--- config.mk ---
export PLATFORM = sky130hd
export DESIGN_NAME = pcsw_ram
export DESIGN_NICKNAME = d
export VERILOG_FILES = /design/src/hw/rtl/pcsw_ram.sv
export SDC_FILE = /design/constraint.sdc
export NUM_CORES = 1
export LEC_CHECK = 0
export ABC_AREA = 1
export BUFFER_PORTS_ARGS = -buffer_cell sky130_fd_sc_hd__buf_2
export CORE_MARGIN = 2
export CORE_UTILIZATION = 55
export CTS_CLUSTER_SIZE = 16
export DETAILED_ROUTE_END_ITERATION = 12
export PLACE_DENSITY = 0.82
export SLEW_MARGIN = 30
export SYNTH_ARGS = -nofsm -noshare
export SYNTH_HDL_FRONTEND = slang
export SYNTH_SLANG_ARGS = --single-unit
--- constraint.sdc ---
create_clock -name i_clk -period 3 [get_ports i_clk]
set_input_delay 0.3 -clock i_clk [delete_from_list [all_inputs] [get_ports i_clk]]
set_output_delay 0.3 -clock i_clk [all_outputs]
set_load 0.02 [all_outputs]
--- src/hw/rtl/pcsw_ram.sv ---
module pcsw_ram #(
    parameter int WIDTH = 45,
    parameter int DEPTH = 8
) (
    input  logic                                       i_clk,
    input  logic                                       i_we,
    input  logic [((DEPTH > 1) ? $clog2(DEPTH) : 1)-1:0] i_waddr,
    input  logic [WIDTH-1:0]                           i_wdata,
    input  logic [((DEPTH > 1) ? $clog2(DEPTH) : 1)-1:0] i_raddr,
    output logic [WIDTH-1:0]                           o_rdata
);
    logic [WIDTH-1:0] r_mem [DEPTH];
    logic [WIDTH-1:0] r_rdata;

    always_ff @(posedge i_clk) begin
        if (i_we) begin
            r_mem[i_waddr] <= i_wdata;
        end
        r_rdata <= r_mem[i_raddr];
    end

    assign o_rdata = r_rdata;
endmodule

-- After elaboration in Yosys (flattened, before gate mapping)
Memories as Yosys holds them, arrays and structs flattened. A register that Yosys moved wholly into a read port is not among the register bits.
Index checks and enable logic that the tools add are counted.
- memory bits (writable): 360
- latch bits: 0
- bits in read-only memories: 0
- output and inout port bits: 45
- input bits: 53
- memories: 1
- register bits: 0
- word-level logic and storage cells: 3
- memory list (memory ; depth ; width ; read ports ; clocked after Yosys merged registers in ; write ports ; RTL line ; RTL):
    r_mem ; 8 ; 45 ; 1 ; 1 ; 1 ; 12 ; logic [WIDTH-1:0] r_mem [DEPTH];
- order comparisons: 0
- eq/ne operators: 0
- bitwise operators: 0
- multiplexer cells: 2
- $mul: 0
- add/sub/neg operators: 0
- div/mod/pow operators: 0
- shift operators: 0
- reductions and logical operators: 0
- operators with widths (cell ; number):
    1-bit two-way mux ; 2

-- Logic depth before layout (Yosys ltp)
- depth in word-level cells: 2
- gate-level depth with buffers: 9
- mapped depth without buffers: 6

-- Least setup slack after synthesis
No wires, ideal clock.
- path kind: input to register
- from: input port i_waddr[0] (netlist name)
- to: memory r_mem[0][0], enable pin
- data required time: 2.552 ns
- cell stages on the path: 3
- buffers on the path: 0
- arrival time: 2.333 ns
- setup time: 0.448 ns
- setup slack: 0.219 ns
- cells stage by stage: inv_1 -> nand2_1 -> nor2_1
- RTL lines (item ; RTL line ; RTL):
    start: declaration ; 7 ; input logic [((DEPTH > 1) ? $clog2(DEPTH) : 1)-1:0] i_waddr,
    end: declaration ; 12 ;
No word-level cell before the write port.

==> run summary <==
max cap viols -> 0
CTS root buf -> clkbuf_16
most frequent cells after synthesis -> nand2_1 (591), edfxtp_1 (360), inv_1 (252), nand3_1 (180), inv_2 (113)
crit end category -> register
worst skew pair latency -> 540 ps
Fillers -> 2199
worst path cell trace -> buf_4, buf_4, nand3_1, nand2_1, nand2_1, nand2_1
Yosys warnings -> 0
RR Endpoint -> o_rdata[31]
area taken by flip-flops and latches -> 11710 sq um
initial drt markers -> 1135
sequential-to-total area share from yosys stat -> 0.7048
Die Ht -> 177.8 um
area post-placement -> 17510 sq um
grt ovf -> 0
hold_ws -> 36.81 ps
TritonCTS Sinks -> 405
Die Span X -> 177.8 um
Setup Buffers After CTS -> 0
synth unique cells -> 13
Clock Power Share -> 0.394
Finished Layout Cells -> 2126
area occupied by multi-input gates -> 3209 sq um
Sequential Power Share -> 0.536
Final setup viols -> 0
Hold Path Cell Cnt -> 1
initial antenna violation count -> 0
post-layout util -> 0.6312
HP Class -> primary input to register
Hold Fails Final Rpt -> 0
first-pass GRT wire length -> 55720 um
#FFs+latches synth -> 405
area delta synth->final -> 12.88%
Setup Total Neg Slack -> 0 ps
Worst-path clk slew -> 60 ps
Area contributors post-synth -> edfxtp_1 (65%), nand2_1 (13%), inv_1 (5.7%)
Synth Cell Area -> 16620 sq um
H-tree depth -> 2
slew margin rel. -> 0.4213
status -> finished, final reports clean
EDFF count, synth -> 360
RR Startpoint -> r_mem[7][31]
minimum clock period -> 1451 ps
Worst path most repeated cell -> nand2_1
Placer Congestion -> 0.7526
switch share -> 0.2269
n_diodes -> 0
GRT Resource Usage Total -> 0.2295
design area -> 18760 sq um
share of layout cells above drive strength 1 -> 0.1671
CTS tree -> built
port bufs -> 97
Pwr per Cell Area -> 641.3 nW/um^2
CP Launch Type -> primary input
Syn Area/Cell -> 10.28 sq um
Post-CTS Resized -> 0
post-route clock period utilization -> 0.4838
placed cells -> 2052
Wirelength per Cell -> 16.80 um
vias -> 10810
vias in the first global route -> 10716
post-route ant nets -> 0
Cells after Synth -> 1617
final slew viol count -> 0
WHS Endpoint -> r_mem[4][33]
Max clock buf depth -> 3
RSZ-0062 raised after global routing -> false
Least-Margin Pin Slew -> 868.0 ps
Avg Vias per Cell -> 5.085
R2R Setup Slk -> 1980 ps
FP Rows -> 63
die area -> 31620 sq um
largest net degree at the start of global routing -> 181
leakage power figure -> 8.536 nW
DP HPWL -> 19370 um
crit path kind -> primary input to register
CTS Buf Count -> 41
Clock Skews -> 18.49 ps
Yosys top cell by area -> edfxtp_1
Initial Util -> 0.5592
Final nets -> 1758
count leader, synth -> nand2_1
ys async rst share -> 0
drt total wl -> 35710 um
crit path DAT -> 1910 ps
CP max-delay cell -> buf_4
area share of the largest cell type after synthesis -> 0.6506
Initial DRT Pass Iterations -> 5
top_reg_cell synth -> edfxtp_1
Post-Synthesis Net Count -> 1670
CTS hold repair buffers -> 0
reg2reg path depth -> 6
I/O pin cnt -> 98
P_int -> 9.299 mW
max frequency -> 0.6890 GHz
HP Start -> i_wdata[33]
max incr delay on CP -> 750 ps
core area -> 29720 sq um
Sw Pwr -> 2.729 mW
Residual DRC -> 0
Worst EP required -> 3460 ps
Comb power frac -> 0.070
CP Max Fanout -> 66
Worst IR Drop VDD -> 0.0004833 V
-- power by group through the flow --
stage	combinational (mW)	sequential, mW	clock [mW]
floorplan	0.448	6.63	0
global placement	0.805	6.56	0
detailed placement	0.836	6.57	0
CTS	0.848	6.45	4.80
global route	0.936	6.46	5.02
finish	0.842	6.45	4.74
-- cell usage in the layout, fill, tap and decap left out, types with 6 or more instances in the layout --
cell,synthesis,layout
nor2_4,0,8
clkbuf_16,0,42
clkinv_2,0,7
inv_1,252,251
inv_2,113,112
buf_2,37,95
clkinv_1,0,9
nand2_1,591,591
dfxtp_1,45,45
clkbuf_1,13,10
buf_12,0,9
edfxtp_1,360,360
buf_4,4,6
nand3_1,180,180
-- layer usage --
layer,GRT usage,part of all wire
met5,0,0
met4,0.08846,0.024
met3,0.03320,0.077
met2,0.4036,0.51
met1,0.2875,0.39
-- critical path, delay by kind of cell --
| kind | cells | cell delay, ps |
|---|---|---|
| buf+inv | 2 | 1090 |
| simple gates | 4 | 460 |
-- through the flow --
stage / power (mW) / setup slack [ps]
2_1_floorplan: 7.077 / 219.0
3_3_place_gp: 7.367 / 1013
3_5_place_dp: 7.404 / 1020
4_1_cts: 12.10 / 1560
5_1_grt: 12.42 / 1468
6_report: 12.03 / 1549
-- worst max path at each step --
| stage | start | endpoint | slack [ps] | cells after the start |
|---|---|---|---|---|
| after detailed placement | i_we | r_mem[5][14] | 1020 | 4 |
| after global routing | i_raddr[1] | o_rdata[31] | 1470 | 6 |
| after global placement | i_raddr[1] | o_rdata[37] | 1010 | 7 |
| final | i_raddr[1] | o_rdata[34] | 1550 | 6 |
| after CTS | i_we | r_mem[5][14] | 1560 | 4 |
| after floorplan | i_waddr[0] | r_mem[0][0] | 220 | 3 |
-- kinds of logic (layout without fill, tap and decap cells) --
| kind of cell | Yosys count | count (layout) | synth area share |
|---|---|---|---|
| buffers and inverters | 433 | 552 | 0.1057 |
| and+or+nand+nor | 779 | 779 | 0.1895 |
| DFF | 405 | 405 | 0.7048 |
-- cell type report --
| type | count | area share |
|---|---|---|
| Clock inverter | 21 | 0.007605 |
| Sequential cell | 405 | 0.6244 |
| Tap cell | 390 | 0.02602 |
| Timing Repair Buffer | 112 | 0.03856 |
| Clock buffer | 53 | 0.05877 |
| Inverter | 366 | 0.07358 |
| Multi-Input combinational cell | 779 | 0.1711 |
-- flip-flops by register name (all words and copies together), names as in the netlist --
register  flops
o_rdata      45
r_mem       360
Power figures use the tool's default switching activity.
