==> src/hw/rtl/pcsw_pkg.sv <==
package pcsw_pkg;

    // Configuration port
    localparam int CFG_IDX_W  = 2;
    localparam int CFG_DATA_W = 8;

    localparam logic [CFG_IDX_W-1:0] CFG_LONG_TIMEOUT = 2'd0;
    localparam logic [CFG_IDX_W-1:0] CFG_CHIP_COUNT   = 2'd1;
    localparam logic [CFG_IDX_W-1:0] CFG_ENABLE_MASK  = 2'd2;

    // Event commands
    localparam logic CMD_REPORT = 1'b0;
    localparam logic CMD_CHECK  = 1'b1;

    // Field widths
    localparam int TIME_W     = 32;
    localparam int ENG_W      = 8;
    localparam int STREAK_W   = 3;
    localparam int CHIP_W     = 4;
    localparam int OUT_CHIP_W = 3;
    localparam int COUNT_W    = 4;
    localparam int MASK_W     = 8;
    localparam int DIVD_W     = 11;

    // Chips that own an enable bit
    localparam int ENABLE_CHIPS = 8;

    // Base timeout scaled by 32 (15 s or 60 s)
    localparam logic [DIVD_W-1:0] SHORT_LIMIT = 11'(15 * 32);
    localparam logic [DIVD_W-1:0] LONG_LIMIT  = 11'(60 * 32);

    localparam logic [STREAK_W-1:0] MAX_STREAK = 3'd5;
    localparam logic [TIME_W-1:0]   IDLE_GRACE = 32'd10;

    localparam logic [COUNT_W-1:0] RESET_CHIP_COUNT = 4'd8;
    localparam logic [MASK_W-1:0]  RESET_MASK       = 8'hFF;

    typedef struct packed {
        logic [TIME_W-1:0]   stamp;
        logic [ENG_W-1:0]    eng;
        logic                seen;
        logic [STREAK_W-1:0] streak;
        logic                dead;
    } t_rec;

    typedef struct packed {
        logic                  reset_needed;
        logic [OUT_CHIP_W-1:0] stalled_chip;
        logic                  chip_died;
    } t_rsp;

    typedef enum logic [2:0] {
        S_IDLE,
        S_SCAN,
        S_READ,
        S_EVAL,
        S_DIV,
        S_CMP,
        S_DONE
    } t_state;

endpackage

==> src/hw/rtl/pcsw_div.sv <==
module pcsw_div import pcsw_pkg::*; (
    input  logic              i_clk,
    input  logic              i_rst_n,
    input  logic              i_start,
    input  logic [DIVD_W-1:0] i_dividend,
    input  logic [ENG_W-1:0]  i_divisor,
    output logic              o_done,
    output logic [DIVD_W-1:0] o_quot
);
    localparam int CNT_W = $clog2(DIVD_W + 1);

    logic [DIVD_W-1:0] r_dvd;
    logic [ENG_W-1:0]  r_dsr;
    logic [ENG_W-1:0]  r_rem;
    logic [CNT_W-1:0]  r_cnt;
    logic              r_busy;
    logic              r_done;

    logic [ENG_W:0] rem_sh;
    logic           q_bit;
    logic [ENG_W:0] rem_sub;

    // one quotient bit per cycle, restoring
    always_comb begin
        rem_sh  = {r_rem, r_dvd[DIVD_W-1]};
        rem_sub = rem_sh - {1'b0, r_dsr};
        q_bit   = (rem_sh >= {1'b0, r_dsr});
    end

    always_ff @(posedge i_clk) begin
        if (!i_rst_n) begin
            r_busy <= 1'b0;
            r_done <= 1'b0;
            r_cnt  <= '0;
        end else begin
            r_done <= 1'b0;
            if (i_start) begin
                r_busy <= 1'b1;
                r_cnt  <= CNT_W'(DIVD_W);
            end else if (r_busy) begin
                r_cnt <= r_cnt - 1'b1;
                if (r_cnt == CNT_W'(1)) begin
                    r_busy <= 1'b0;
                    r_done <= 1'b1;
                end
            end
        end
    end

    always_ff @(posedge i_clk) begin
        if (i_start) begin
            r_dvd <= i_dividend;
            r_dsr <= i_divisor;
            r_rem <= '0;
        end else if (r_busy) begin
            r_dvd <= {r_dvd[DIVD_W-2:0], q_bit};
            r_rem <= q_bit ? rem_sub[ENG_W-1:0] : rem_sh[ENG_W-1:0];
        end
    end

    assign o_done = r_done;
    assign o_quot = r_dvd;
endmodule

==> config.mk <==
export PLATFORM = sky130hd
export DESIGN_NAME = pcsw_div
export DESIGN_NICKNAME = d
export VERILOG_FILES = /design/src/hw/rtl/pcsw_pkg.sv /design/src/hw/rtl/pcsw_div.sv
export SDC_FILE = /design/constraint.sdc
export NUM_CORES = 1
export LEC_CHECK = 0
export ABC_AREA = 1
export BUFFER_PORTS_ARGS = -buffer_cell sky130_fd_sc_hd__buf_4
export CORE_ASPECT_RATIO = 0.9
export CORE_MARGIN = 5
export CORE_UTILIZATION = 35
export CTS_CLUSTER_SIZE = 16
export DETAILED_ROUTE_END_ITERATION = 16
export SYNTH_ARGS = -nofsm -noshare
export SYNTH_HDL_FRONTEND = slang
export SYNTH_SLANG_ARGS = --single-unit
==> constraint.sdc <==
create_clock -name i_clk -period 2.4 [get_ports i_clk]
set_clock_uncertainty 0.2 [all_clocks]
set_input_delay 0.12 -clock i_clk [delete_from_list [all_inputs] [get_ports i_clk]]
set_output_delay 0.12 -clock i_clk [all_outputs]
set_load 0.02 [all_outputs]
Word-level counts from Yosys, hierarchy flattened
Index checks and enable logic that the tools add are counted.
{ "totals": {"wordCells": 25, "regBits": 33, "input_bits": 22} }
{ "op_classes": {"mux": 9, "add_sub_neg": 2, "n_reduce_logical": 3, "n_lt_le_gt_ge": 1, "eq_ne": 1, "n_bitwise": 2} }
{ "op_table": {"columns": ["operator", "count"], "rows": [
  ["11-bit 2-to-1 mux", 2],
  ["9-bit by 8-bit greater-or-equal comparator with 1-bit output", 1],
  ["4-bit 2-to-1 mux", 2],
  ["8-bit 2-to-1 mux", 1],
  ["8-bit subtractor", 1],
  ["4-bit by 1-bit equality test with 1-bit output (second input constant)", 1],
  ["1-bit 2-to-1 mux", 4],
  ["4-bit by 1-bit subtractor with 4-bit output (second input constant)", 1],
  ["3-bit OR reduction", 1],
  ["1-bit NOT", 2],
  ["2-bit nonzero test", 1],
  ["2-bit OR reduction", 1]
]} }

Logic depth before layout (Yosys ltp)
Gate-level depths: netlist of the first run.
{ "logic_depth": {"word_depth": 4, "depth_mapped": 13} }

Worst setup path before layout of the first run
No wires, ideal clock.
{ "synth_timing": {"kind": "register to register", "startpoint": "register r_dvd[10] (netlist: o_quot[10])", "endpoint": "register r_rem[4]", "setup_time_ns": 0.113, "stages_incl_launch_ff": 9, "synth_period_minus_slack_ns": 1.957, "slack_ns": 0.443, "required_ns": 2.087, "n_path_buf": 0, "arrival_time_ns": 1.644, "cell_sequence": "edfxtp_1 -> inv_1 -> ha_1 -> fa_1 -> o21bai_1 -> xnor2_1 -> nand2_1 -> nand3_1 -> nand2_1"} }
{ "synth_via": {"elab_chain_len": 2, "word_cells_on_any_way": 3, "classes_between": "1 x add/sub; 1 x order compare; 1 x mux"} }
{ "synth_rtl": {"columns": ["item", "line", "source"], "rows": [
  ["start: declaration", "pcsw_div.sv:12", "logic [DIVD_W-1:0] r_dvd;"],
  ["start signal: assignment", "pcsw_div.sv:52", "r_dvd <= i_dividend;"],
  ["start signal: assignment", "pcsw_div.sv:56", "r_dvd <= {r_dvd[DIVD_W-2:0], q_bit};"],
  ["8-bit subtractor or 9-bit by 8-bit greater-or-equal comparator with 1-bit output (tied branches)", "pcsw_div.sv:26, pcsw_div.sv:27", null],
  ["8-bit 2-to-1 mux *", "pcsw_div.sv:57", "r_rem <= q_bit ? rem_sub[ENG_W-1:0] : rem_sh[ENG_W-1:0];"],
  ["end signal: assignment", "pcsw_div.sv:57", null],
  ["end: declaration", "pcsw_div.sv:14", "logic [ENG_W-1:0] r_rem;"]
]} }
Every way passes the cells marked *; elsewhere a longest branch is shown, timed or not.
A chain may end at the register's enable or synchronous reset.

Worst setup path after layout of the first run
Same ends and word-level chain as after synthesis.

==> results.txt, run 1 <==
Counting along the longest clock path gives a buffer depth of 2. Share of layout cells above drive strength 1: 20.9%. The cell area power density came out at 568 mW/mm^2.

The cell sitting at the root of the clock tree is a sky130_fd_sc_hd__clkbuf_8. Of all nets on the critical path, the largest fanout is 3. The worst hold path depth is 1, and the slew at the pin closest to its max-slew limit is 0.478 ns. The area share of the leading cell type in the synthesized netlist is 29.8%. STA classifies the critical path endpoint as a flip-flop. The worst hold path terminates at r_dsr[5].

The depth of the CTS H-tree came out at 2. Number of remaining DRC errors: 0. In this design, the stage delay of the slowest critical-path cell is 0.43 ns. Endpoint of the worst-slack reg-to-reg timing path: r_rem[4]. The worst hold path begins at i_start.

The later pin in the worst-skew pair is clocked with a latency of 0.28 ns. For this block, the via count after detailed routing is 1633. The fill cell total of the finished layout is 513. TritonCTS built the clock tree. The number of different library cells used by synthesis comes to 35. By area the synthesized netlist is led by sky130_fd_sc_hd__edfxtp_1, sky130_fd_sc_hd__nand2_1, sky130_fd_sc_hd__dfxtp_1. Once layout is done, the placed cells without fillers occupy 0.00251 sq mm. The number of antenna violations at the first check in global routing is 0. Die span in x: 88.0 um. For the final routed database, the setup TNS stands at 0 ns. The count of hold-fix buffers inserted at cts is 20, and the area growth from synthesis to layout is 31.2%.

The data required time at the worst endpoint is 2.38 ns. The clock slew seen by the registers of the worst setup and hold paths is 0.07 ns, and the number of clock sinks seen by CTS is 33. Buffers added to address setup during post-CTS repair amount to 0. The run finished with clean final reports. The analysis attributes to cell leakage a power of 1.27 nW. The tool flagged a number of max-cap violations equal to 0.

The net count of the finished layout was 324. The standard-cell row count was 25. The y dimension of the die was 80.2 um; the register-to-register setup slack was 0.47 ns. Mean routed wirelength per cell: 12.1 um. The path type of the worst min-delay path was in2reg.

After synthesis, flip-flops and latches occupy 44.4% of the total area. Measured against its own limit, the worst slew margin works out to 68.1%. For this run, the number of Yosys warnings is 0.

The floorplan step defined a core boundary enclosing 0.00529 sq mm. The number of placed instances, taps included, is 331. Once detail routing completed, the nets flagged for antenna violations numbered 0.

For the post-synth design cell area, the log shows 0.00192 sq mm. During placement, the flow inserted port buffers numbering 33. The vias per cell was 4.55; the final hold violation count was 0.

The final-report setup violation count is 0, and the via count of the first global-routing pass is 1587. Counting stages on the worst path, the most repeated cell is sky130_fd_sc_hd__nand2_1. The share of the clock period used by the worst path is 80.4%, and the overflow left after global routing is 0. Setup repair after global routing left no endpoint under its margin. The number of synthesized register bits works out to 33. Before antenna repair, the detailed router went through 4 iterations. The tools report the final weighted congestion in routability-driven placement as 0.855.

Traced cell by cell, the critical path runs through inv_1 -> ha_1 -> fa_1 -> o21bai_1 -> xnor2_1 -> nand2_1 -> nand3_1 -> nand2_1. The run gives 235 as the count of mapped cells out of synthesis. The post-CTS resize count is 0, and the number of standard cells in the layout, taps in and fillers out is 359. The routed design has 4360 um of wire. Worst-path cell with the longest stage delay: sky130_fd_sc_hd__fa_1.

The library cells used most frequently in the layout, excluding fill and tap cells, are sky130_fd_sc_hd__nand2_1, sky130_fd_sc_hd__buf_4, sky130_fd_sc_hd__inv_1. Entering global routing, the biggest net connects 24 pins. 0 antenna diodes ended up in the layout. The worst-case vdd ir drop was 0.000350 V. For the global-route total usage across every layer, the log shows 13.1%. Number of buffers created by CTS: 5. For the worst setup path, the data arrival time is 1.91 ns. The wire-length estimate of the detail-placed layout is 3160 um. Leaving out fill and tap cells, the most frequent cell in the layout is sky130_fd_sc_hd__nand2_1. The startpoint kind of the worst setup timing path is a flip-flop. For the number of top-level design ports, the log shows 34.

The routed design could run at a clock period as short as 1.93 ns. Once the floorplan was initialized, standard cells occupied 36.2% of the core. Post-synthesis cell type with the largest combined area: sky130_fd_sc_hd__edfxtp_1. The critical setup path kind was reg2reg. In this run the cell area measured after placement is 0.00222 sq mm.

The startpoint of the worst-slack reg-to-reg timing path is o_quot[10]. The logs give 0 for the number of max-slew violations in the final report and 518 MHz for the peak clock frequency supported by timing. The first global-routing pass estimated 7160 um of wire. The violation count after the first detailed-routing iteration was 82; the synthesized area per cell was 8.15 sq um. Synthesis produced a netlist with a net count of 268. The die covers 0.00705 sq mm. Cell depth of the worst flop-to-flop path: 8.
## report_power, final
part	internal (mW)	switching, mW
Combinational	0.142	0.183
Clock	0.234	0.198
Sequential	0.648	0.0233
## critical path, delay by kind of cell (launching register included)
| family | cells | cell delay [ns] |
|---|---|---|
| buffers and inverters | 1 | 0.07 |
| and+or+nand+nor | 3 | 0.20 |
| xor gates and xnor gates | 1 | 0.14 |
| DFF | 1 | 0.35 |
| adders and majority gates | 2 | 0.66 |
| AOI/OAI and AO/OA | 1 | 0.22 |
## Yosys cell counts
| library cell | n |
|---|---|
| sky130_fd_sc_hd__o211ai_1 | 1 |
| sky130_fd_sc_hd__o21ai_0 | 1 |
| sky130_fd_sc_hd__nand3b_1 | 5 |
| sky130_fd_sc_hd__clkbuf_1 | 2 |
| sky130_fd_sc_hd__nand3_1 | 16 |
| sky130_fd_sc_hd__dfxtp_1 | 14 |
| sky130_fd_sc_hd__fa_1 | 1 |
| sky130_fd_sc_hd__nor2_8 | 1 |
| sky130_fd_sc_hd__nand2_2 | 3 |
| sky130_fd_sc_hd__nor2_2 | 2 |
| sky130_fd_sc_hd__and2_4 | 1 |
| sky130_fd_sc_hd__a221oi_1 | 1 |
| sky130_fd_sc_hd__nor2_1 | 10 |
| sky130_fd_sc_hd__nand2_1 | 88 |
| sky130_fd_sc_hd__nand4_2 | 1 |
| sky130_fd_sc_hd__nor2_4 | 1 |
| sky130_fd_sc_hd__buf_6 | 1 |
| sky130_fd_sc_hd__o21ai_1 | 1 |
| sky130_fd_sc_hd__xor2_1 | 2 |
| sky130_fd_sc_hd__a21oi_2 | 1 |
| sky130_fd_sc_hd__a21oi_1 | 4 |
| sky130_fd_sc_hd__inv_2 | 6 |
| sky130_fd_sc_hd__nand3_2 | 4 |
| sky130_fd_sc_hd__a31oi_2 | 1 |
| sky130_fd_sc_hd__edfxtp_1 | 19 |
| sky130_fd_sc_hd__o21bai_1 | 1 |
| sky130_fd_sc_hd__nor3_1 | 2 |
| sky130_fd_sc_hd__inv_1 | 27 |
| sky130_fd_sc_hd__nand3b_4 | 1 |
| sky130_fd_sc_hd__buf_2 | 1 |
| sky130_fd_sc_hd__or2_1 | 2 |
| sky130_fd_sc_hd__xnor2_1 | 1 |
| sky130_fd_sc_hd__a31oi_1 | 1 |
| sky130_fd_sc_hd__ha_1 | 10 |
| sky130_fd_sc_hd__nand4_1 | 2 |
## state kept, by name, indices dropped and copies added (netlist names)
signal and cells:
o_done 1, r_busy 1, r_dsr 8, o_quot 11, r_cnt 4, r_rem 8
## per-stage QoR
stage | total power, mW | hold WS [ns] | util [%] | worst slack (ns)
2_1_floorplan | 0.881 | 0.0189 | - | 0.443
3_3_place_gp | 0.982 | 0.0991 | 42.1 | 0.526
3_5_place_dp | 0.983 | 0.0995 | 42.1 | 0.483
4_1_cts | 1.44 | 0.0596 | 47.6 | 0.466
5_1_grt | 1.51 | 0.0567 | 47.6 | 0.317
6_report | 1.43 | 0.0624 | 47.6 | 0.471
## layout make-up
cell class / instances / area [sq um] / share of cell area, %
tap: 67 / 83.8 / 3.33
sequential: 33 / 851 / 33.8
inverter: 33 / 124 / 4.93
multi-input combinational: 165 / 917 / 36.5
clock buffer: 8 / 90.1 / 3.58
timing repair buffer: 53 / 448 / 17.8
## worst max-delay path by stage
stage	endpoint	from	slack (ns)	depth (start not counted)
floorplan	r_rem[4]	o_quot[10]	0.44	8
global route	r_rem[6]	o_quot[10]	0.32	11
detailed placement	r_rem[4]	o_quot[10]	0.48	8
global placement	o_quot[0]	r_dsr[6]	0.53	7
CTS	r_rem[4]	o_quot[10]	0.47	8
finish	r_rem[4]	o_quot[10]	0.47	8
## logic make-up after synthesis
group | after synthesis | synth area share (%)
buffers and inverters | 37 | 7.71
adders and majority gates | 11 | 7.58
AOI/OAI and AO/OA | 12 | 4.25
and+or+nand+nor | 139 | 34.7
xor gates and xnor gates | 3 | 1.37
DFF | 33 | 44.4
## layer usage
metal / vias to the layer above / global-route usage, % / routed length, um
li1: 864 / - / -
met1: 725 / 17.4 / 2100
met2: 38 / 19.6 / 1960
met3: 6 / 3.28 / 194
met4: 0 / 6.29 / 97
met5: - / 0 / 0
Power figures use the tool's default switching activity.
==> run 2, diff against run 1 <==
==> constraint.sdc (replaced) <==
create_clock -name i_clk -period 1.7 [get_ports i_clk]
set_clock_uncertainty 0.2 [all_clocks]
set_input_delay 0.085 -clock i_clk [delete_from_list [all_inputs] [get_ports i_clk]]
set_output_delay 0.085 -clock i_clk [all_outputs]
set_load 0.02 [all_outputs]
==> run 2 against run 1 <==
The run now ends with negative setup slack left; global-route usage increased by 2.5 points; register-to-register slack worse by 0.59 ns; setup slack lost 0.59 ns; core utilization is 7.2 points higher; combinational power rose by 84%; flip-flop and latch count is the same.
==> results.txt, run 2 (same netlist as run 1, synthesis figures left out) <==
The flow ran to the end, but the final reports show violations. The final reports fail on negative setup slack. For this block, wires on met1 add up to 2360 um.

The vias per cell came out at 4.66. The library cells used most frequently in the layout, excluding fill and tap cells, are sky130_fd_sc_hd__nand2_1, sky130_fd_sc_hd__buf_4, sky130_fd_sc_hd__inv_1. For the detailed placement HPWL, the log shows 3340 um. The longest clock path from root to sink contains 2 buffers. Clock root buffer: sky130_fd_sc_hd__clkbuf_8.

The wire length of the first global-routing pass was 8450 um; the number of antenna violations at the first check in global routing was 0. For the depth of the CTS H-tree, the log shows 2. The path class of the tightest hold or removal check is in2reg.

The worst path uses 107% of the clock period. The number of buffer and inverter instances along the worst setup path came out at 0. At the worst endpoint, the arrival time is 1.80 ns. The area of the core is 0.00529 sq mm. Across every metal layer, demand over resource in global routing totals 15.6%.

Leaving out filler cells and counting taps, the final layout contains 378. The logs give -0.119 ns for the worst setup slack after layout and 25 for the standard-cell row count. After layout, the minimum clock period comes to 1.82 ns. After routing, the total negative slack on setup checks comes to -0.642 ns. The flip-flop and latch area is 851 sq um, and the mean routed wirelength per cell is 13.3 um. The worst pin sits at a relative slew slack of 71.4%.

The die is 88.0 um wide. The via count of the first global-routing pass is 1709. Detailed routing inserted a total of 1760 vias.

In the final design database the tool counted 343 nets. The run gives 0 as the total inserted antenna cells. Setup repair after global routing could not meet its margin everywhere. Detailed routing placed a total of 2480 um of wire on met2. Input and output buffers added on the ports amount to 33. Compared with the post-synthesis result, the final layout area differs by 51.0%. The logs give 0.28 ns for the latest clock arrival within the worst-skew pair and 0.00705 sq mm for the die footprint. Across the VDD grid, the largest voltage drop is 0.000408 V. The reported leakage power is 1.42 nW, and the combined area of the multi-input logic cells is 0.00117 sq mm.

Walking the worst path, the cells encountered are ha_4 -> fa_2 -> o21bai_1 -> xnor2_1 -> nand2_1 -> nand3_1 -> nand2_1. The die is 80.2 um tall. The final weighted congestion in routability-driven placement is 0.828, and the violation count after the first detailed-routing iteration is 95. The worst-path cell with the longest stage delay is sky130_fd_sc_hd__edfxtp_1. The tools report the final hold violation count as 0.

In this run the power density over the cells is 740 mW/mm^2. Entering global routing, the biggest net connects 15 pins. Fill cells in the final layout number 479. The peak clock frequency supported by timing came out at 550 MHz. The routed design uses 126 um of met3 wire. The count of nets left with antenna violations once routing finished came out at 0. The run gives 0 as the number of max-slew violations in the final report.

In the routed design, unresolved DRC markers number 0. The startpoint kind of the worst setup timing path is a flip-flop. Most common library cell in the layout ignoring fill and taps: sky130_fd_sc_hd__nand2_1. For the worst setup path, the data required time is 1.68 ns. The highest cell delay on the worst timing path was 0.43 ns. The effective utilization at floorplan is 36.2%, and the share of layout cells above drive strength 1 is 36.3%.

The tool flagged a number of max-cap violations equal to 0. Including well taps, the total number of placed cells is 346. Number of top-level design ports: 34.

TritonCTS built the clock tree. Uppermost layer routed: met4. The flip-flop count of the largest register after layout was 11; the slew at the pin closest to its max-slew limit was 0.429 ns. Clock-pin slew was measured on the worst setup and hold paths at 0.08 ns. Setup violations remaining at the end of the flow were counted as 9.

The critical setup path kind is reg2reg. The pre-antenna-repair detailed-routing pass consisted of 4 iterations. The critical path capture point type was a flip-flop. Power consumption: 2.14 mW. In this run the worst path has a maximum fanout of 3. For the number of buffers created by CTS, the log shows 5.

Number of clock sinks seen by CTS: 33. Kind of cell adding the most delay to the critical path: adder cells. After global routing the overflow that remains totals 0.

The final layout contains routed wiring with a total length of 5030 um. The most numerous cell type found on the critical path is sky130_fd_sc_hd__nand2_1.
## run 2: changes by cell type in the layout (fill, tap and decap cells not counted), sizes merged
cell,change
buf,+17
clkbuf,-3
clkinv,+2
and2,+1
clkinvlp,+1
nand3b,+1
## run 2: path summary, 6_finish.rpt
kind | from | to | slack (ns) | depth (start not counted)
min reg2reg | r_cnt[3] | r_cnt[3] | 0.27 | 2
max | r_dsr[0] | r_rem[4] | -0.12 | 7
max reg2reg | r_dsr[0] | r_rem[4] | -0.12 | 7
min | i_start | r_busy | 0.01 | 3
## run 2: worst min-delay path: cells and delay by family
kind	cells	cell delay, ns
AO/OA/AOI/OAI	1	0.12
buffers and inverters	2	0.25
## run 2: layer usage
layer / track usage (%) / vias to the layer above
met3: 4.00 / 6
li1: - / 913
met2: 25.2 / 23
met1: 20.6 / 818
met5: 0 / -
met4: 4.14 / 0
## run 2: repair_timing
action	4_1_cts	5_1_grt
endpoints found under the setup margin	9	10
hold endpoints to repair	25	0
hold buffers	20	0
resized for setup	23	15
gates cloned	2	0
pin swaps	3	3
setup buffers	1	1
## run 2: final cells by class
cell class | count | share of cell area (%)
Clock inverter | 3 | 0.606
Inverter | 33 | 4.28
Multi-Input combinational cell | 167 | 40.4
Timing Repair Buffer | 70 | 20.0
Sequential cell | 33 | 29.4
Clock buffer | 5 | 2.38
Tap cell | 67 | 2.90
## run 2: metrics by stage
step | hold slack (ns) | instance area (sq um) | util [%] | setup slack (ns)
finish | 0.0135 | 2890 | 54.7 | -0.119
global route | 0.0322 | 2890 | 54.7 | -0.211
CTS | 0.00678 | 2820 | 53.4 | -0.129
detailed placement | 0.0646 | 2380 | 45.0 | -0.150
global placement | 0.0630 | 2380 | 45.0 | -0.123
floorplan | -0.0161 | 1960 | - | -0.117
## run 2: where the power goes
part / switching [mW] / total [mW] / internal (mW)
combinational: 0.314 / 0.598 / 0.283
clock: 0.309 / 0.591 / 0.283
sequential: 0.0374 / 0.952 / 0.914
total: 0.660 / 2.14 / 1.48
==> run 3, diff against run 2 <==
==> constraint.sdc (replaced) <==
create_clock -name i_clk -period 1.7 [get_ports i_clk]
set_clock_uncertainty 0.2 [all_clocks]
set_input_delay 0.34 -clock i_clk [delete_from_list [all_inputs] [get_ports i_clk]]
set_output_delay 0.34 -clock i_clk [all_outputs]
set_load 0.02 [all_outputs]
==> run 3 against run 2 <==
The run still ends with negative setup slack left; sequential share of layout area rose by 1.6 points; hold slack better by 0.013 ns; core utilization decreased by 2.8 points; final cell count shrank 4.0%; via count down 1.8%; maximum frequency up 1.8%; setup slack better by 0.031 ns; clock-buffer cell count is the same; sequential power about the same; combinational power down 3.8%; wire length down 3.8%; cell area shrank 5.1%.
==> results.txt, run 3 (same netlist as run 1, synthesis figures left out) <==
The critical path runs through a total of 7 cells. Setup violations remaining at the end of the flow were counted as 9. The floorplan has 25 rows. The die is 80.2 um tall. The number of buffer cells added on primary ports was 33; the worst endpoint data arrival time was 1.77 ns. The cell area after placement is 0.00240 sq mm. The run finished, with violations left. In this run the standard cell core region covers 0.00529 sq mm. Of the available clock period, the critical path in the final layout requires 105%. The number of standard cells in the layout, taps in and fillers out is 363. The depth of the CTS H-tree came out at 2. The critical path is of the reg2reg type.

The highest cell delay on the worst timing path works out to 0.42 ns. The kind of cell adding the most delay to the critical path is adder cells. Setup slack on the worst reg-to-reg path comes out at -0.09 ns.

The largest net degree at the start of global routing is 13. The worst setup slack after layout is -0.0879 ns. The number of clock sinks seen by CTS was 33.

In the layout the commonest cells are sky130_fd_sc_hd__nand2_1, sky130_fd_sc_hd__buf_4, sky130_fd_sc_hd__inv_1, sky130_fd_sc_hd__edfxtp_1, sky130_fd_sc_hd__nand2_2. The register with the most flip-flops in the layout has 11 of them. From synthesis to final layout, the design area changed by 43.3%. The startpoint of the worst-slack reg-to-reg timing path is r_dsr[0]. The clock slew seen by the registers of the worst setup and hold paths was 0.07 ns. The number of antenna diodes in the final layout is 0.

In this run the worst hold path is classified as in2reg. TritonCTS built the clock tree. STA classifies the critical path endpoint as a flip-flop. Maximum net fanout on the critical path: 3. The congestion estimate from routability-driven global placement came to 0.837. The run gives 0 as the count of max-cap constraint violations.

Global routing used 14.4% of the available tracks across all layers. The tools report the effective utilization at floorplan as 36.2%. The detailed placement HPWL was 3330 um; the violation count after the first detailed-routing iteration was 88.

The number of cells on the worst reg-to-reg path is 7. The most numerous cell type found on the critical path is sky130_fd_sc_hd__nand2_1. VDD sags by at most 0.000468 V.

After detailed routing, the total wire length is 4840 um. Including well taps, the total number of placed cells is 349. The checks that failed: negative setup slack.

At the pin with the least slew margin, the transition time is 0.253 ns. Counting the fill cells in the layout gives 486. The tools report the clock root buffer as sky130_fd_sc_hd__clkbuf_8. The largest individual stage delay along the critical path comes from the cell sky130_fd_sc_hd__edfxtp_1. The time the final worst path needs with I/O delays and setup is 1.79 ns. Launch point of the critical path: r_dsr[0]. The worst setup path is launched from a flip-flop.

The mean routed wirelength per cell is 13.3 um, and the number of detailed-route iterations in the first pass is 4. The via count of the first global-routing pass was 1669. The number of antenna violations at the first check in global routing came out at 0. The tools report the final hold violation count as 0. After clock tree synthesis, the flow added hold-fix buffers numbering 0. The net count of the finished layout is 328, and the number of remaining DRC errors is 0. The logs give 0 for the number of max-slew violations in the final report and 1.36 nW for the reported leakage power.

The cell area power density is 759 mW/mm^2. The logs give 34 for the number of top-level design ports and 2 for the maximum buffer depth of the clock tree. At the placement stage, the worst setup path has a slack of -0.126 ns. Cells fill 51.9% of the core in the end. The number of buffer and inverter instances along the worst setup path was 0; the peak clock frequency supported by timing was 559 MHz.

After routing the design area is 0.00275 sq mm. End point of the critical path: r_rem[4]. Setup repair after global routing could not meet its margin everywhere. TritonCTS created 5 clock buffers. For this block, the via count after detailed routing is 1729.

The tools report the endpoint of the worst-slack reg-to-reg timing path as r_rem[4]. For the worst setup path, the data required time is 1.68 ns. The total overflow left after global routing is 0. In this run the remaining antenna-violating nets after routing total 0. Traced cell by cell, the critical path runs through ha_4 -> fa_2 -> o21bai_1 -> xnor2_1 -> nand2_1 -> nand3_1 -> nand2_1. The first global-routing pass estimated 7760 um of wire. The share of layout cells above drive strength 1 was 42.9%; the max-slew headroom at the worst pin was 83.1%. For the minimum hold slack, the log shows 0.0266 ns.

The most common library cell in the layout ignoring fill and taps was sky130_fd_sc_hd__nand2_1. After detailed routing, the number of vias per cell comes to 4.76. The die span in x came out at 88.0 um. The later pin in the worst-skew pair is clocked with a latency of 0.28 ns. The die footprint came out at 0.00705 sq mm.
## run 3: area by class of cell
cell class / count / area (sq um) / share of cell area (%)
Multi-Input combinational cell: 167 / 1180 / 43.1
Clock inverter: 3 / 12.5 / 0.456
Sequential cell: 33 / 851 / 31.0
Clock buffer: 5 / 68.8 / 2.51
Timing Repair Buffer: 55 / 417 / 15.2
Inverter: 33 / 129 / 4.69
Tap cell: 67 / 83.8 / 3.05
## run 3: through the flow
stage | total power [mW] | setup TNS (ns)
2_1_floorplan | 1.26 | -0.210
3_3_place_gp | 1.45 | -0.860
3_5_place_dp | 1.45 | -0.942
4_1_cts | 2.07 | -0.511
5_1_grt | 2.20 | -1.24
6_report | 2.08 | -0.426
## run 3: where the power goes
part | internal [mW] | switching (mW)
registers | 0.915 | 0.0365
logic | 0.262 | 0.314
clock network | 0.275 | 0.281
## run 3: how the worst min path moves through the flow
| stage | start | to | cells after the start |
|---|---|---|---|
| global route | i_divisor[1] | r_dsr[1] | 1 |
| finish | i_divisor[6] | r_dsr[6] | 1 |
| floorplan | i_divisor[0] | r_dsr[0] | 0 |
| detailed placement | r_rem[7] | r_rem[7] | 2 |
| CTS | i_divisor[2] | r_dsr[2] | 1 |
| global placement | r_rem[7] | r_rem[7] | 2 |
## run 3: what timing repair did
action | in CTS | in global routing
setup endpoints to repair | 9 | 9
buffers inserted | 4 | 0
pin swaps | 11 | 22
endpoints found under the hold margin | 0 | 0
cloned | 2 | 0
gates resized for setup | 27 | 23
## run 3: layer usage
layer / vias to the layer above / track usage (%) / wire (um)
met5: - / 0 / 0
met4: 0 / 5.67 / 112
met1: 800 / 19.2 / 2290
met2: 35 / 22.5 / 2290
met3: 13 / 3.38 / 140
li1: 881 / - / -
